[config.mk]
export PLATFORM = sky130hd
export DESIGN_NAME = event_pool_match_queue
export DESIGN_NICKNAME = d
export VERILOG_FILES = /design/src/rtl/evpmq_pkg.sv /design/src/rtl/evpmq_link_mem.sv /design/src/rtl/evpmq_slot_mem.sv /design/src/rtl/event_pool_match_queue.sv
export SDC_FILE = /design/constraint.sdc
export NUM_CORES = 2
export LEC_CHECK = 0
export BUFFER_PORTS_ARGS = -buffer_cell sky130_fd_sc_hd__buf_2
export CAP_MARGIN = 20
export CORE_ASPECT_RATIO = 1.4
export CORE_MARGIN = 4
export CORE_UTILIZATION = 62
export DETAILED_ROUTE_END_ITERATION = 8
export MAX_ROUTING_LAYER = met4
export PLACE_DENSITY_LB_ADDON = 0.15
export SYNTH_ARGS = -nofsm -noshare
export SYNTH_HDL_FRONTEND = slang
export SYNTH_SLANG_ARGS = --single-unit
[constraint.sdc]
create_clock -name i_clk -period 14.3 [get_ports i_clk]
set_clock_uncertainty 0.2 [all_clocks]
set_input_delay 2.86 -clock i_clk [delete_from_list [all_inputs] [get_ports i_clk]]
set_output_delay 2.86 -clock i_clk [all_outputs]
set_load 0.005 [all_outputs]
[src/rtl/evpmq_pkg.sv]
// ----------------------------------------------------------------------------
// evpmq_pkg
// Shared types and codes for the event pool match queue: field widths,
// operation and status codes, register indexes and sequencer states.
// ----------------------------------------------------------------------------
package evpmq_pkg;

    // Fixed field widths
    localparam int CLASS_W    = 16;
    localparam int TYPE_W     = 16;
    localparam int STAMP_W    = 32;
    localparam int DROP_W     = 16;
    localparam int STATUS_W   = 2;
    localparam int CFG_IDX_W  = 4;
    localparam int CFG_DATA_W = 16;

    // Operation codes
    localparam logic OP_POST = 1'b0;
    localparam logic OP_TAKE = 1'b1;

    // Result status codes
    localparam logic [STATUS_W-1:0] STAT_OK      = 2'd0;
    localparam logic [STATUS_W-1:0] STAT_FULL    = 2'd1;
    localparam logic [STATUS_W-1:0] STAT_NOMATCH = 2'd2;

    // Register indexes
    localparam logic [CFG_IDX_W-1:0] CFG_CLASS_WC = 4'd0;
    localparam logic [CFG_IDX_W-1:0] CFG_TYPE_WC  = 4'd1;

    // Sequencer states
    typedef enum logic [5:0] {
        ST_IDLE   = 6'b000001,
        ST_P_LINK = 6'b000010,
        ST_P_APP  = 6'b000100,
        ST_T_CMP  = 6'b001000,
        ST_T_FREE = 6'b010000,
        ST_RESP   = 6'b100000
    } t_state;

endpackage

[src/rtl/evpmq_link_mem.sv]
// ----------------------------------------------------------------------------
// evpmq_link_mem
// Slot link memory. One write and one registered read per cycle. A valid
// bit per entry makes an unwritten entry read as its reset link (index+1).
// ----------------------------------------------------------------------------
module evpmq_link_mem #(
    parameter int DEPTH = 16,
    parameter int IW    = 5,
    parameter int SW    = 4
) (
    input  logic          i_clk,
    input  logic          i_rst_n,
    input  logic          i_we,
    input  logic [SW-1:0] i_waddr,
    input  logic [IW-1:0] i_wdata,
    input  logic [SW-1:0] i_raddr,
    output logic [IW-1:0] o_rdata
);

    logic [IW-1:0]    r_mem [DEPTH];
    logic [DEPTH-1:0] r_vld;
    logic [IW-1:0]    r_q_mem;
    logic             r_q_vld;
    logic [SW-1:0]    r_q_addr;

    // Entry valid bits, cleared at reset
    always_ff @(posedge i_clk) begin
        if (!i_rst_n) begin
            r_vld <= '0;
        end else if (i_we) begin
            r_vld[i_waddr] <= 1'b1;
        end
    end

    // Storage and registered read
    always_ff @(posedge i_clk) begin
        if (i_we) begin
            r_mem[i_waddr] <= i_wdata;
        end
        r_q_mem  <= r_mem[i_raddr];
        r_q_vld  <= r_vld[i_raddr];
        r_q_addr <= i_raddr;
    end

    // Unwritten entry: reset link
    assign o_rdata = r_q_vld ? r_q_mem : (IW'(r_q_addr) + IW'(1));

endmodule

[src/rtl/evpmq_slot_mem.sv]
// ----------------------------------------------------------------------------
// evpmq_slot_mem
// Slot contents memory: class, type, payload and stamp packed in one word.
// One write and one registered read per cycle.
// ----------------------------------------------------------------------------
module evpmq_slot_mem #(
    parameter int DEPTH = 16,
    parameter int SW    = 4,
    parameter int DW    = 96
) (
    input  logic          i_clk,
    input  logic          i_we,
    input  logic [SW-1:0] i_waddr,
    input  logic [DW-1:0] i_wdata,
    input  logic [SW-1:0] i_raddr,
    output logic [DW-1:0] o_rdata
);

    logic [DW-1:0] r_mem [DEPTH];
    logic [DW-1:0] r_q;

    // Storage and registered read
    always_ff @(posedge i_clk) begin
        if (i_we) begin
            r_mem[i_waddr] <= i_wdata;
        end
        r_q <= r_mem[i_raddr];
    end

    assign o_rdata = r_q;

endmodule

[src/rtl/event_pool_match_queue.sv]
// ----------------------------------------------------------------------------
// event_pool_match_queue
// Pool of event slots on a free list and an arrival-ordered pending list.
// Post stores an event, take unlinks the oldest matching one.
// Input channel (i_in_valid / o_in_stall) and output channel
// (o_out_valid / i_out_stall) move one word per request, opcode 0 post,
// 1 take; wildcard writes use the cfg port (i_cfg_valid / o_cfg_ready).
// One request is in flight at a time; o_in_stall is high from acceptance
// until its result has moved into the output register.
// Path to the output register: a drop or a take on an empty list goes
// straight to ST_RESP; a post passes ST_P_LINK and ST_P_APP; a take
// compares in ST_T_CMP, then frees the slot in ST_T_FREE on a match, or
// misses at the list end or after POOL_DEPTH entries. The compare walks
// the list one entry per cycle, the link read being the loop.
// The output register holds a result while i_out_stall is high;
// the next request may be accepted meanwhile but its result waits behind it.
// Reset: synchronous, active low. The free list starts as all slots in
// index order, the pending list empty, counters zero. No clearing pass.
// ----------------------------------------------------------------------------
module event_pool_match_queue
    import evpmq_pkg::*;
#(
    parameter int POOL_DEPTH    = 16,
    parameter int PAYLOAD_WIDTH = 32,
    localparam int IW           = $clog2(POOL_DEPTH + 1)
) (
    input  logic                     i_clk,
    input  logic                     i_rst_n,
    // configuration
    input  logic                     i_cfg_valid,
    output logic                     o_cfg_ready,
    input  logic [CFG_IDX_W-1:0]     i_cfg_index,
    input  logic [CFG_DATA_W-1:0]    i_cfg_data,
    // requests
    input  logic                     i_in_valid,
    output logic                     o_in_stall,
    input  logic                     i_opcode,
    input  logic [CLASS_W-1:0]       i_event_class,
    input  logic [TYPE_W-1:0]        i_event_type,
    input  logic [PAYLOAD_WIDTH-1:0] i_event_payload,
    input  logic [STAMP_W-1:0]       i_now_ticks,
    // results
    output logic                     o_out_valid,
    input  logic                     i_out_stall,
    output logic [STATUS_W-1:0]      o_status,
    output logic [CLASS_W-1:0]       o_got_class,
    output logic [TYPE_W-1:0]        o_got_type,
    output logic [PAYLOAD_WIDTH-1:0] o_got_payload,
    output logic [STAMP_W-1:0]       o_got_stamp,
    output logic [IW-1:0]            o_slots_in_use,
    output logic [DROP_W-1:0]        o_drop_total
);

    localparam int SW = $clog2(POOL_DEPTH);
    localparam int DW = CLASS_W + TYPE_W + PAYLOAD_WIDTH + STAMP_W;
    localparam logic [IW-1:0] NIL = IW'(POOL_DEPTH);

    // State
    t_state                   r_state, n_state;
    logic [CLASS_W-1:0]       r_class_wc;
    logic [TYPE_W-1:0]        r_type_wc;
    logic [IW-1:0]            r_free_head, n_free_head;
    logic [IW-1:0]            r_pend_head, n_pend_head;
    logic [IW-1:0]            r_pend_tail, n_pend_tail;
    logic [IW-1:0]            r_count, n_count;
    logic [DROP_W-1:0]        r_drop, n_drop;
    logic [IW-1:0]            r_cur, n_cur;
    logic [IW-1:0]            r_prev, n_prev;
    logic [IW-1:0]            r_steps, n_steps;
    logic                     r_any_class, n_any_class;
    logic                     r_any_type, n_any_type;
    logic [CLASS_W-1:0]       r_req_class, n_req_class;
    logic [TYPE_W-1:0]        r_req_type, n_req_type;
    logic [STATUS_W-1:0]      r_res_status, n_res_status;
    logic [CLASS_W-1:0]       r_res_class, n_res_class;
    logic [TYPE_W-1:0]        r_res_type, n_res_type;
    logic [PAYLOAD_WIDTH-1:0] r_res_payload, n_res_payload;
    logic [STAMP_W-1:0]       r_res_stamp, n_res_stamp;

    // Output register
    logic                     r_out_valid;
    logic [STATUS_W-1:0]      r_out_status;
    logic [CLASS_W-1:0]       r_out_class;
    logic [TYPE_W-1:0]        r_out_type;
    logic [PAYLOAD_WIDTH-1:0] r_out_payload;
    logic [STAMP_W-1:0]       r_out_stamp;
    logic [IW-1:0]            r_out_count;
    logic [DROP_W-1:0]        r_out_drop;

    // Memory ports
    logic                     link_we;
    logic [SW-1:0]            link_waddr;
    logic [IW-1:0]            link_wdata;
    logic [IW-1:0]            link_rdata;
    logic                     slot_we;
    logic [SW-1:0]            rd_addr;
    logic [DW-1:0]            slot_wdata;
    logic [DW-1:0]            slot_rdata;
    logic [CLASS_W-1:0]       slot_class;
    logic [TYPE_W-1:0]        slot_type;
    logic [PAYLOAD_WIDTH-1:0] slot_payload;
    logic [STAMP_W-1:0]       slot_stamp;

    logic                     out_free;
    logic                     out_load;
    logic                     hit;
    logic [IW-1:0]            steps_inc;

    evpmq_link_mem #(
        .DEPTH (POOL_DEPTH),
        .IW    (IW),
        .SW    (SW)
    ) u_link (
        .i_clk   (i_clk),
        .i_rst_n (i_rst_n),
        .i_we    (link_we),
        .i_waddr (link_waddr),
        .i_wdata (link_wdata),
        .i_raddr (rd_addr),
        .o_rdata (link_rdata)
    );

    evpmq_slot_mem #(
        .DEPTH (POOL_DEPTH),
        .SW    (SW),
        .DW    (DW)
    ) u_slot (
        .i_clk   (i_clk),
        .i_we    (slot_we),
        .i_waddr (r_free_head[SW-1:0]),
        .i_wdata (slot_wdata),
        .i_raddr (rd_addr),
        .o_rdata (slot_rdata)
    );

    assign slot_wdata = {i_event_class, i_event_type, i_event_payload, i_now_ticks};
    assign {slot_class, slot_type, slot_payload, slot_stamp} = slot_rdata;

    // Handshakes
    assign o_cfg_ready = 1'b1;
    assign o_in_stall  = (r_state != ST_IDLE);
    assign out_free    = !r_out_valid || !i_out_stall;
    assign out_load    = (r_state == ST_RESP) && out_free;

    // Compare unit: one pending entry against the request
    assign hit = (r_any_class || (slot_class == r_req_class)) &&
                 (r_any_type  || (slot_type  == r_req_type));
    assign steps_inc = r_steps + IW'(1);

    // Sequencer
    always_comb begin
        n_state       = r_state;
        n_free_head   = r_free_head;
        n_pend_head   = r_pend_head;
        n_pend_tail   = r_pend_tail;
        n_count       = r_count;
        n_drop        = r_drop;
        n_cur         = r_cur;
        n_prev        = r_prev;
        n_steps       = r_steps;
        n_any_class   = r_any_class;
        n_any_type    = r_any_type;
        n_req_class   = r_req_class;
        n_req_type    = r_req_type;
        n_res_status  = r_res_status;
        n_res_class   = r_res_class;
        n_res_type    = r_res_type;
        n_res_payload = r_res_payload;
        n_res_stamp   = r_res_stamp;
        link_we       = 1'b0;
        link_waddr    = r_cur[SW-1:0];
        link_wdata    = NIL;
        slot_we       = 1'b0;
        rd_addr       = r_cur[SW-1:0];

        case (r_state)
            ST_IDLE: begin
                // read ahead at the slot the request will need
                rd_addr = (i_opcode == OP_TAKE) ? r_pend_head[SW-1:0] : r_free_head[SW-1:0];
                if (i_in_valid) begin
                    n_req_class   = i_event_class;
                    n_req_type    = i_event_type;
                    n_res_status  = STAT_OK;
                    n_res_class   = '0;
                    n_res_type    = '0;
                    n_res_payload = '0;
                    n_res_stamp   = '0;
                    if (i_opcode == OP_POST) begin
                        if (r_free_head < NIL) begin
                            slot_we = 1'b1;
                            n_cur   = r_free_head;
                            n_state = ST_P_LINK;
                        end else begin
                            // pool full: drop
                            n_res_status = STAT_FULL;
                            if (r_drop != '1) begin
                                n_drop = r_drop + DROP_W'(1);
                            end
                            n_state = ST_RESP;
                        end
                    end else begin
                        n_any_class  = (i_event_class == r_class_wc);
                        n_any_type   = (i_event_type == r_type_wc);
                        n_res_status = STAT_NOMATCH;
                        if (r_pend_head < NIL) begin
                            n_cur   = r_pend_head;
                            n_prev  = NIL;
                            n_steps = '0;
                            n_state = ST_T_CMP;
                        end else begin
                            n_state = ST_RESP;
                        end
                    end
                end
            end
            ST_P_LINK: begin
                // pop free list, new slot ends the chain
                n_free_head = link_rdata;
                link_we     = 1'b1;
                link_waddr  = r_cur[SW-1:0];
                link_wdata  = NIL;
                n_state     = ST_P_APP;
            end
            ST_P_APP: begin
                // append to pending tail
                if (r_pend_tail < NIL) begin
                    link_we    = 1'b1;
                    link_waddr = r_pend_tail[SW-1:0];
                    link_wdata = r_cur;
                end else begin
                    n_pend_head = r_cur;
                end
                n_pend_tail = r_cur;
                n_count     = r_count + IW'(1);
                n_state     = ST_RESP;
            end
            ST_T_CMP: begin
                if (hit) begin
                    // unlink the matching entry
                    if (r_prev < NIL) begin
                        link_we    = 1'b1;
                        link_waddr = r_prev[SW-1:0];
                        link_wdata = link_rdata;
                    end else begin
                        n_pend_head = link_rdata;
                    end
                    if (r_pend_tail == r_cur) begin
                        n_pend_tail = r_prev;
                    end
                    n_res_status  = STAT_OK;
                    n_res_class   = slot_class;
                    n_res_type    = slot_type;
                    n_res_payload = slot_payload;
                    n_res_stamp   = slot_stamp;
                    n_state       = ST_T_FREE;
                end else begin
                    // step along the list, next read issued now
                    n_prev  = r_cur;
                    n_cur   = link_rdata;
                    n_steps = steps_inc;
                    rd_addr = link_rdata[SW-1:0];
                    if (!(link_rdata < NIL) || (steps_inc >= NIL)) begin
                        n_state = ST_RESP;
                    end
                end
            end
            ST_T_FREE: begin
                // push slot onto free list
                link_we     = 1'b1;
                link_waddr  = r_cur[SW-1:0];
                link_wdata  = r_free_head;
                n_free_head = r_cur;
                if (r_count != '0) begin
                    n_count = r_count - IW'(1);
                end
                n_state = ST_RESP;
            end
            ST_RESP: begin
                if (out_free) begin
                    n_state = ST_IDLE;
                end
            end
            default: begin
                n_state = ST_IDLE;
            end
        endcase
    end

    // Control registers
    always_ff @(posedge i_clk) begin
        if (!i_rst_n) begin
            r_state     <= ST_IDLE;
            r_free_head <= '0;
            r_pend_head <= NIL;
            r_pend_tail <= NIL;
            r_count     <= '0;
            r_drop      <= '0;
            r_cur       <= '0;
            r_prev      <= NIL;
            r_steps     <= '0;
        end else begin
            r_state     <= n_state;
            r_free_head <= n_free_head;
            r_pend_head <= n_pend_head;
            r_pend_tail <= n_pend_tail;
            r_count     <= n_count;
            r_drop      <= n_drop;
            r_cur       <= n_cur;
            r_prev      <= n_prev;
            r_steps     <= n_steps;
        end
    end

    // Request and result holding registers
    always_ff @(posedge i_clk) begin
        r_any_class   <= n_any_class;
        r_any_type    <= n_any_type;
        r_req_class   <= n_req_class;
        r_req_type    <= n_req_type;
        r_res_status  <= n_res_status;
        r_res_class   <= n_res_class;
        r_res_type    <= n_res_type;
        r_res_payload <= n_res_payload;
        r_res_stamp   <= n_res_stamp;
    end

    // Wildcard registers
    always_ff @(posedge i_clk) begin
        if (!i_rst_n) begin
            r_class_wc <= '0;
            r_type_wc  <= '0;
        end else if (i_cfg_valid) begin
            if (i_cfg_index == CFG_CLASS_WC) begin
                r_class_wc <= i_cfg_data;
            end else if (i_cfg_index == CFG_TYPE_WC) begin
                r_type_wc <= i_cfg_data;
            end
        end
    end

    // Output register
    always_ff @(posedge i_clk) begin
        if (!i_rst_n) begin
            r_out_valid <= 1'b0;
        end else if (out_load) begin
            r_out_valid <= 1'b1;
        end else if (!i_out_stall) begin
            r_out_valid <= 1'b0;
        end
    end

    always_ff @(posedge i_clk) begin
        if (out_load) begin
            r_out_status  <= r_res_status;
            r_out_class   <= r_res_class;
            r_out_type    <= r_res_type;
            r_out_payload <= r_res_payload;
            r_out_stamp   <= r_res_stamp;
            r_out_count   <= r_count;
            r_out_drop    <= r_drop;
        end
    end

    assign o_out_valid    = r_out_valid;
    assign o_status       = r_out_status;
    assign o_got_class    = r_out_class;
    assign o_got_type     = r_out_type;
    assign o_got_payload  = r_out_payload;
    assign o_got_stamp    = r_out_stamp;
    assign o_slots_in_use = r_out_count;
    assign o_drop_total   = r_out_drop;

    // Checks
    a_count_bound: assert property (@(posedge i_clk) disable iff (!i_rst_n)
        r_count <= NIL)
        else $error("pending count above pool depth");

    a_head_tail: assert property (@(posedge i_clk) disable iff (!i_rst_n)
        (r_pend_head < NIL) == (r_pend_tail < NIL))
        else $error("pending head and tail disagree on empty list");

    a_idle_count: assert property (@(posedge i_clk) disable iff (!i_rst_n)
        (r_state == ST_IDLE) |-> ((r_count == '0) == !(r_pend_head < NIL)))
        else $error("pending count disagrees with pending list");

    a_scan_bound: assert property (@(posedge i_clk) disable iff (!i_rst_n)
        (r_state == ST_T_CMP) |-> ((r_steps < NIL) && (r_cur < NIL)))
        else $error("scan past pool depth or on null slot");

    a_busy_after_accept: assert property (@(posedge i_clk) disable iff (!i_rst_n)
        (i_in_valid && !o_in_stall) |=> o_in_stall)
        else $error("second request taken while one is in flight");

endmodule

==> results.cfg <==
[status]
outcome = finished, final reports clean

[synth]
synth-compound-area-share_pct = 13.51
yosysTopAreaCell = edfxtp_1
synth.top_cell.area_share_pct = 68.35
synth-adder-area-share_pct = 0.1312
synth_cells = 5759
syn-num-nets = 5889
synth_simple_gate_area_share_pct = 8.671
synth_top_family_by_area = compound AO/OA/AOI/OAI gates
synth.area.top_cells = edfxtp_1 68%, dfxtp_1 5.2%, o2111ai_1 4.4%
avgSynthCellArea_um2 = 14.24
synth_ff_type = edfxtp_1
yosys.area_share.xor_xnor_pct = 0.9716
synth_edf_count = 1867
ys.warnings.count = 0
yosysSeqAreaShare_pct = 73.52
synthArstFlopShare_pct = 0
ys_types = 71
netlist_area_um2 = 82030
synthMuxAreaShare_pct = 0.3432
ys_seq_elements = 2079

[grt]
grt_pass1_vias = 51654
grt_max_degree = 197
grt_pass1_wl_um = 320600
grtUsageTotal_pct = 31.65
gr-total-overflow = 0
antenna_found_initial = 32

[timing]
hold_violations = 0
finalSetupViolations = 0
max_slew_margin_pct = 21.97
fmax_mhz = 129.9
period_share_pct = 53.83
fin_setup_tns_ps = 0
finalWorstSetupSlack_ps = 6602
worstMarginPinSlew_ps = 1171
rsz0062_at_grt = false
slew_violations = 0
finalWorstPathRequiredPeriod_ps = 7698

[cells_and_area]
layout_common_cells = 1867 x edfxtp_1, 655 x a21oi_1, 492 x nand2_1, 422 x nor3_1, 408 x o2111ai_1
seqCellArea_um2 = 60310
multiInputGateArea_um2 = 19620
layout-drive-gt1-share_pct = 11.19
final_common_cell = edfxtp_1
fin_area_um2 = 90580
areaGrowthSynthToFinish_pct = 10.42
final_nets = 5867
n_fill_cell = 8586

[worst_hold_path]
min_path_type = reg2reg

[placement]
gp_congestion = 0.8291
port_buffers = 242
dpl-instance-area_um2 = 84300
dp_slack_ps = 6038
dp_hpwl_um = 105600

[floorplan]
die_w_um = 315.4
num_io_pins = 244
rows = 157
die_h_um = 438.4
dieArea_um2 = 138300
coreArea_um2 = 131000
start_util_pct = 62.61

[pwr]
leakagePower_uw = 0.02933
power_uw = 12400
peakVddDrop_uv = 113.3
p_per_area_nw_per_um2 = 136.8

[clock_tree]
cts_buffer_depth = 3
cts_setup_buffers = 0
numCtsBuffers = 186
clock_sink_count = 2079
root_buffer = clkbuf_16
clock_latency_ps = 820
cts_resized = 0
cts_hold_buf = 0
cts_max_level = 4
clkTransAtPathRegs_ps = 60
cts_tree = built

[setup_path]
crit_required_ps = 14790
crit_type = in2reg
cp_cell_sequence = buf_2, mux2i_1, o21ai_0, a211oi_4, buf_4, buf_4, buf_4, buf_4, o2111ai_1, and4_1, o31a_1
arrival_ps = 8180
critical_path_buf_inv_count = 5
crit_slowest_cell = buf_4
critPathMostFrequentCell = buf_4
crit_family = buffers and inverters
start_kind = input port
regToRegSetupSlack_ps = 6970
worst_path_largest_cell_delay_ps = 950
cp-end-kind = register
cp_max_fo = 88

[drt]
dr_total_vias = 53170
post_drt_wl_per_cell_um = 28.21
drcViolationCount = 0
drt_iter0_drc = 6662
drtPass1Iterations = 8
viasPerCell = 6.932
ant_nets = 0
wl_um = 216400

[run]
drv_cap = 0
## power by group
part	internal (uW)	leakage (uW)	switching (uW)
Sequential	6740	0.0187	72.5
Clock	2910	0.00303	2140
Combinational	142	0.00755	388
## through the flow
step           util (%)  hold slack, ps  cells
6_report          69.13           215.3   7670
3_3_place_gp      64.31           201.8   7296
2_1_floorplan         -           200.3   5759
4_1_cts           69.06           212.8   7645
3_5_place_dp      64.34           204.5   7297
5_1_grt           69.13           220.8   7668
## worst reg2reg max path: stages, from the launching register on
cell and delay, ps:
dfxtp_1 370, nor4_4 290, buf_4 690, nand2_1 620, nand3_1 240, o21ai_0 160, a211oi_4 170, buf_4 810
buf_4 1100, buf_4 1000, buf_4 950, o2111ai_1 260, and4_1 260, o31a_1 100
## path summary, 6_finish.rpt
check | from | endpoint | depth (start not counted)
setup / recovery | i_opcode | u_slot.o_rdata[45] | 11
hold / removal | r_res_stamp[19] | o_got_stamp[19] | 0
setup reg to reg | r_state[5] | u_slot.o_rdata[45] | 13
hold reg to reg | r_res_stamp[19] | o_got_stamp[19] | 0
## synth_stat cells, drive strengths merged (103+ instances only)
master / instances
and4: 105
edfxtp: 1867
nor3: 426
nand2: 494
a21oi: 656
and3: 199
o2111ai: 408
buf: 148
a311oi: 103
clkbuf: 401
a221oi: 107
a211oi: 107
dfxtp: 212
## kinds of logic after synthesis
kind of cell             Yosys count
multiplexers                      28
buffers and inverters            574
adder cells (fa/ha/maj)            8
AO/OA/AOI/OAI                   1572
AND/OR/NAND/NOR                 1406
XOR/XNOR                          91
flip-flops                      2079
other                              1
## state kept, by name (all words and copies together), names as in the netlist, 16 cells and up
register / flops
u_slot.r_mem: 1536
u_slot.o_rdata: 96
u_link.r_mem: 80
o_got_payload: 32
o_got_stamp: 32
r_res_payload: 32
r_res_stamp: 32
o_drop_total: 16
o_got_class: 16
o_got_type: 16
r_class_wc: 16
r_drop: 16
r_req_class: 16
r_req_type: 16
r_res_class: 16
r_res_type: 16
r_type_wc: 16
u_link.r_vld: 16
## final cells by class
class	count	area share (%)
Sequential cell	2079	66.58
Multi-Input combinational cell	3106	21.66
Clock buffer	249	5.730
Tap cell	1749	2.416
Timing Repair Buffer	339	2.310
Clock inverter	99	1.109
Inverter	25	0.1340
Antenna cell	24	0.06630
## layer usage
layer	track usage, %	vias to the layer above	wire length (um)	part of all wire [%]
met2	50.37	3023	105700	49
met3	4.269	534	19500	9.0
met5	-	-	0	0
met4	14.38	0	9339	4.3
met1	41.18	26699	81790	38
li1	-	22914	-	-
Power figures use the tool's default switching activity.
